$ cat src/rtl/qsi_pkg.sv
// Shared types, constants and fixed-point helpers of the quintic segment interpolator.
// No dependencies; every other file of the block imports this package.
`timescale 1ns / 1ps
`default_nettype none

package qsi_pkg;

  // Normalized abscissa t is Q.30; weights fit in 31 bits (they never exceed 1.0)
  localparam int T_BITS    = 30;
  localparam int W_W       = T_BITS + 1;
  localparam int DIV_STEPS = T_BITS + 1;
  localparam int XW        = 32;
  localparam int MAG_W     = 60;
  localparam int PROD_W    = 128;

  localparam logic [33:0] T_ONE = 34'd1 << T_BITS;
  localparam logic [MAG_W-1:0] TERM_CAP = MAG_W'(1) << 59;

  // Register indexes of the configuration port
  localparam logic [2:0] CFG_START_POS   = 3'd0;
  localparam logic [2:0] CFG_END_POS     = 3'd1;
  localparam logic [2:0] CFG_START_VALUE = 3'd2;
  localparam logic [2:0] CFG_END_VALUE   = 3'd3;
  localparam logic [2:0] CFG_START_SLOPE = 3'd4;
  localparam logic [2:0] CFG_END_SLOPE   = 3'd5;
  localparam logic [2:0] CFG_START_ACCEL = 3'd6;
  localparam logic [2:0] CFG_END_ACCEL   = 3'd7;

  // Result region codes
  typedef enum logic [2:0] {
    REG_INSIDE = 3'd0,
    REG_BEFORE = 3'd1,
    REG_AFTER  = 3'd2,
    REG_ZERO   = 3'd3,
    REG_SAT    = 3'd4
  } region_t;

  // Per-stage control that travels with the data
  typedef struct packed {
    logic    vld;
    region_t region;
  } qsi_ctl_t;

  // Q.30 product, rounded half up
  function automatic logic [W_W-1:0] qmul(input logic [33:0] a, input logic [33:0] b);
    logic [67:0] p;
    p = (68'(a) * 68'(b)) + (68'd1 << (T_BITS - 1));
    return p[T_BITS +: W_W];
  endfunction

  // p / 2^s rounded half up, clamped to 2^59
  function automatic logic [MAG_W-1:0] round_cap(input logic [PROD_W-1:0] p,
                                                 input int unsigned s);
    logic [PROD_W-1:0] r;
    r = (p + (PROD_W'(1) << (s - 1))) >> s;
    if (r > PROD_W'(TERM_CAP)) begin
      return TERM_CAP;
    end
    return r[MAG_W-1:0];
  endfunction

  // Magnitude of a 32-bit two's complement value
  function automatic logic [31:0] mag32(input logic [31:0] v);
    return v[31] ? (~v + 32'd1) : v;
  endfunction

endpackage

`default_nettype wire

$ cat src/rtl/qsi_div.sv
// Pipelined restoring divider: t = round(u * 2^30 / h), one quotient bit per stage.
// Depends on qsi_pkg.
`timescale 1ns / 1ps
`default_nettype none

module qsi_div (
  input  logic                          clk,
  input  logic                          rst,
  input  logic                          en,
  input  qsi_pkg::qsi_ctl_t             ctl_in,
  input  logic [31:0]                   u_in,
  input  logic [31:0]                   h_in,
  output qsi_pkg::qsi_ctl_t             ctl_out,
  output logic [qsi_pkg::W_W-1:0]       t_out,
  output logic [31:0]                   h_out
);
  import qsi_pkg::*;

  qsi_ctl_t               ctl  [DIV_STEPS+1];
  logic [31:0]            rem  [DIV_STEPS+1];
  logic [DIV_STEPS-1:0]   rest [DIV_STEPS+1];
  logic [DIV_STEPS-1:0]   quo  [DIV_STEPS+1];
  logic [31:0]            hreg [DIV_STEPS+1];
  logic [62:0]            num;

  // Numerator with the half-divisor rounding term
  assign num = (63'(u_in) << T_BITS) + 63'(h_in[31:1]);

  // Load stage
  always_ff @(posedge clk) begin
    if (rst) begin
      ctl[0].vld <= 1'b0;
    end else if (en) begin
      ctl[0] <= ctl_in;
    end
    if (en) begin
      rem[0]  <= num[62:DIV_STEPS];
      rest[0] <= num[DIV_STEPS-1:0];
      quo[0]  <= '0;
      hreg[0] <= h_in;
    end
  end

  // One restoring step per stage; the partial remainder stays below h
  for (genvar i = 0; i < DIV_STEPS; i++) begin : g_step
    logic [32:0] r2;
    logic        ge;

    always_comb begin
      r2 = {rem[i], rest[i][DIV_STEPS-1]};
      ge = (r2 >= {1'b0, hreg[i]});
    end

    always_ff @(posedge clk) begin
      if (rst) begin
        ctl[i+1].vld <= 1'b0;
      end else if (en) begin
        ctl[i+1] <= ctl[i];
      end
      if (en) begin
        rem[i+1]  <= ge ? 32'(r2 - {1'b0, hreg[i]}) : r2[31:0];
        rest[i+1] <= rest[i] << 1;
        quo[i+1]  <= {quo[i][DIV_STEPS-2:0], ge};
        hreg[i+1] <= hreg[i];
      end
    end
  end

  assign ctl_out = ctl[DIV_STEPS];
  assign t_out   = quo[DIV_STEPS];
  assign h_out   = hreg[DIV_STEPS];

endmodule

`default_nettype wire

$ cat config.mk
export PLATFORM = sky130hd
export DESIGN_NAME = qsi_div
export DESIGN_NICKNAME = d
export VERILOG_FILES = /design/src/rtl/qsi_pkg.sv /design/src/rtl/qsi_div.sv
export SDC_FILE = /design/constraint.sdc
export NUM_CORES = 2
export LEC_CHECK = 0
export BUFFER_PORTS_ARGS = -buffer_cell sky130_fd_sc_hd__buf_2
export CAP_MARGIN = 20
export CORE_MARGIN = 2
export CORE_UTILIZATION = 47
export DETAILED_ROUTE_END_ITERATION = 7
export GPL_ROUTABILITY_DRIVEN = 1
export SLEW_MARGIN = 10
export SYNTH_ARGS = -nofsm -noshare
export SYNTH_HDL_FRONTEND = slang
export SYNTH_MEMORY_MAX_BITS = 65536
export SYNTH_SLANG_ARGS = --single-unit
$ cat constraint.sdc
create_clock -name clk -period 4.15 [get_ports clk]
set_input_delay 0.6225 -clock clk [delete_from_list [all_inputs] [get_ports clk]]
set_output_delay 0.6225 -clock clk [all_outputs]
set_load 0.005 [all_outputs]
## Word-level counts from Yosys, hierarchy flattened

Memories as Yosys holds them, arrays and structs flattened.
Index checks and enable logic that the tools add are counted.

- Register bits after elaboration: 0
- RAM bits: 4160
- Word-level logic and storage cells: 169
- Memories: 5

Memories:

| name | words | width | read ports | clocked after Yosys merged registers in | wr ports | line | RTL |
|---|---|---|---|---|---|---|---|
| hreg | 32 | 32 | 32 | 0 | 32 | qsi_div.sv:23 | `logic [31:0] hreg [DIV_STEPS+1];` |
| rem | 32 | 32 | 31 | 0 | 32 | qsi_div.sv:20 | `logic [31:0] rem [DIV_STEPS+1];` |
| quo | 32 | 31 | 32 | 0 | 32 | qsi_div.sv:22 | `logic [DIV_STEPS-1:0] quo [DIV_STEPS+1];` |
| rest | 32 | 31 | 31 | 0 | 32 | qsi_div.sv:21 | `logic [DIV_STEPS-1:0] rest [DIV_STEPS+1];` |
| ctl | 32 | 4 | 32 | 0 | 32 | qsi_div.sv:19 | `qsi_ctl_t ctl [DIV_STEPS+1];` |

- $add $sub $neg: 32
- Order comparisons: 31
- Muxes and demuxes: 69
- Bitwise gates (word level): 32

Operators with widths:

| cell | number |
|---|---|
| $ge A33 B32 Y1 | 31 |
| $mux W32 | 31 |
| $sub A32 B32 Y32 | 31 |
| $add A62 B31 Y63 | 1 |
| $mux W1 | 38 |
| $or A1 B1 Y1 | 32 |

## Depth between registers and ports, before layout

- Depth in word-level cells: 4
- Depth in mapped cells: 17

## Worst setup path after synthesis

OpenSTA, ideal clock, no wires.

- Kind: input-to-reg
- Start point: input port en
- End point: memory ctl[0][0] in the netlist's numbering (enable)
- Library setup time: 0.495 ns
- Arrival time: 3.618 ns
- Required time: 3.655 ns
- Setup slack: 0.037 ns
- Stages: 2
- Buffers on the path: 1
- Cells stage by stage: nor2b_1 -> clkbuf_1

RTL lines:

| element | line | RTL |
|---|---|---|
| start, declared | qsi_div.sv:9 | `input logic en,` |
| end, declared | qsi_div.sv:19 |  |

==> reports/results.ini <==
[outcome]
status=finished clean

[sta]
min_period_ns=4.00
skew_ns=0.0734
worstMarginPinSlew_ns=0.925
relSlewSlack_pct=37.8
fmax_mhz=250
finalCritPeriodShare_pct=96.3
slew_viol_final=0
rsz0062_at_grt=false
hold_violations=0
finalSetupViolations=0
hold_ws_ns=0.0861
tns_ns=0

[synthesis]
ys_seq_area_share_pct=55.5
synth_top_cell_by_area=edfxtp_1
synth_warnings=0
ys.flop_type=edfxtp_1
synth_edf_count=2641
ys_seq_elements=2641
async_flop_share_pct=0
synth.distinct_cells=93
yosys-top-cells-count=edfxtp_1 (2641), inv_1 (1230), a21oi_1 (1054), ha_1 (994), nand2_1 (855)
synth_area_per_cell_um2=11.5
yosysMostFrequentCell=edfxtp_1
synthTopCellsByArea=edfxtp_1 (56%), ha_1 (8.7%), a21oi_1 (3.7%)
synth_nets=13468
synth_area_um2=143000
synthCells=12373
synth_top_area_share_pct=55.5

[cts]
clk_latency_ns=0.94
htreeDepth=5
clk_pin_slew_worst_paths_ns=0.06
cts_buffer_depth=4
clockRootBuffer=clkbuf_16
clock-sinks=2641
numCtsBuffers=300
cts_tree=done

[drt]
drt-pass1-iter-count=6
remaining_drc_errors=0
routedWlPerCell_um=21.5
vias=95841
avgViaCountPerCell=5.64
drt-total-wl_um=365000
postRouteAntennaNets=0
dr.first_iter.drc_count=8430

[global_routing]
antenna_found_initial=19
grt_overflow=0
grt_pass1_wl_um=555000
grt_use_total_pct=23.1
grt_max_degree=163
grt_pass1_vias=93206

[final_layout]
drive_above_1_share_pct=9.66
nets=13866
regArea_um2=79300
n_fill_cell=25919
area_delta_synth_final_pct=12.2
multiInputGateArea_um2=57500

[worst_setup_path]
cp-end-kind=flop
crit_slowest_cell=edfxtp_1
max_stage_delay_ns=0.43
rrSetupSlack_ns=0.15
cp.arrival_ns=4.67
critPathMostFrequentCell=o31a_1
path_cells=inv_1 -> ha_1 -> nor2b_1 -> o31a_1 -> or3_1 -> a211o_2 -> nand3_1 -> a21o_1 -> o31a_1 -> o41ai_4 -> a221oi_2 -> o211a_2 -> buf_12 -> mux2_2
cp_max_fo=33
setup.worst_path.class=reg -> reg
worstSetupStartpointType=flop
required_ns=4.82

[pwr]
max-vdd-ir-drop_uv=399
p_int_mw=81.2
p_comb_share_pct=45.9
p_leak_nw=65.4
powerDensity_nw_per_um2=821
p_seq_share_pct=33.7
power_frac_clock_pct=20.3
power_switching_mw=50.4
p_sw_share_pct=38.3
p_total_mw=132

[die]
die_h_um=555
die-area_um2=308000
core_um2=303000
pin_count=138
rows=202
die_w_um=555
initial_core_util_pct=47.2

[placed_design]
portBuffers=137
gp_congestion=0.925
hpwlAfterDp_um=276000

[run]
maxCapViolCount=0

[min_path]
min_path_type=in -> reg

[per-stage QoR]
step	cells	util [%]	area [um^2]	setup WS, ns
2_1_floorplan	12373	-	143000	0.0375
3_3_place_gp	16397	49.5	150000	0.0969
3_5_place_dp	16397	49.5	150000	0.134
4_1_cts	16977	52.9	160000	0.0462
5_1_grt	16980	52.9	160000	0.000539
6_report	16980	52.9	160000	0.153
[critical path, delay by kind of cell (launching register included)]
kind	cells	cell delay (ns)
adders and majority gates	1	0.23
DFF	1	0.43
and+or+nand+nor	3	0.60
muxes	1	0.37
buffers and inverters	2	0.32
AOI/OAI and AO/OA	7	1.75
[cells by family after synthesis]
logic type / after synthesis / share of synthesized area [%]
adder cells (fa/ha/maj): 1024 / 9.13
multiplexers: 326 / 2.63
XOR/XNOR: 842 / 5.16
AO/OA/AOI/OAI: 3303 / 14.4
AND/OR/NAND/NOR: 2648 / 8.82
flip-flops: 2641 / 55.5
buffers and inverters: 1589 / 4.35
[power by group through the flow]
stage	Sequential [mW]	Combinational (mW)	Clock (mW)
after floorplan	41.9	43.5	0
after global routing	45.0	66.8	28.4
after detailed placement	44.8	59.3	0
after global placement	44.9	58.7	0
final	44.4	60.4	26.8
after CTS	44.4	59.9	27.5
[placed cells by master (no fill, tap or decap), drive strengths merged, types with 31 or more instances in the layout]
cell	Yosys	layout
and4	31	31
o21ai	820	820
nor2	667	667
a31o	31	31
clkinv	0	119
nor3	108	108
xor2	325	325
nor4	32	32
dlygate4sd3	0	48
clkbuf	249	350
nand4	176	176
ha	994	994
xnor2	517	517
a221oi	36	36
or3	32	32
and3	107	107
bufinv	0	34
a31oi	128	128
o21a	113	113
a21o	545	545
inv	1232	1245
nand2b	128	128
nor2b	140	140
o21bai	124	124
o211ai	39	39
or2	32	32
and2	83	83
o31ai	58	58
a21boi	42	42
nand3	191	191
buf	108	405
edfxtp	2641	2641
a21oi	1056	1056
mux2	301	301
nand2	855	855
a211oi	70	70
[routing by layer]
metal,routed length [um],vias to the layer above,global-route usage (%)
met2,165000,2480,36.6
met5,41,-,0
met1,170000,46677,33.3
met4,11200,8,7.13
met3,19000,582,2.66
li1,-,46094,-
[cell type report]
class                      count  share of cell area, %
clock buffer                 350                   4.83
clock inverter               182                   1.35
tap                         3978                   3.11
inverter                    1232                   2.89
sequential                  2641                   49.5
timing repair buffer         453                   2.39
antenna                        1                0.00156
multi-input combinational   8143                   35.9
[registers in the layout (all words and copies together), names as in the netlist]
signal and count:
ctl 128, rest 1, quo 496, rem 992, hreg 1024
[timing repair]
action                                  CTS  global route
gates resized for setup                   0            28
setup buffers                             0             1
endpoints found under the setup margin    0            98
hold endpoints to repair                 48             0
hold buffers                             48             0
[worst paths after layout]
kind,from,cells after the start,end
worst min-delay path,u_in[5],2,rem[0][4]$_DFFE_PP_
worst min register to register,quo[7][32]$_DFFE_PP_,0,quo[7][64]$_DFFE_PP_
worst max-delay path,hreg[8][1]$_DFFE_PP_,14,rem[2][35]$_DFFE_PP_
worst max register to register,hreg[8][1]$_DFFE_PP_,14,rem[2][35]$_DFFE_PP_
Note: power is estimated with default switching activity, not from simulation.
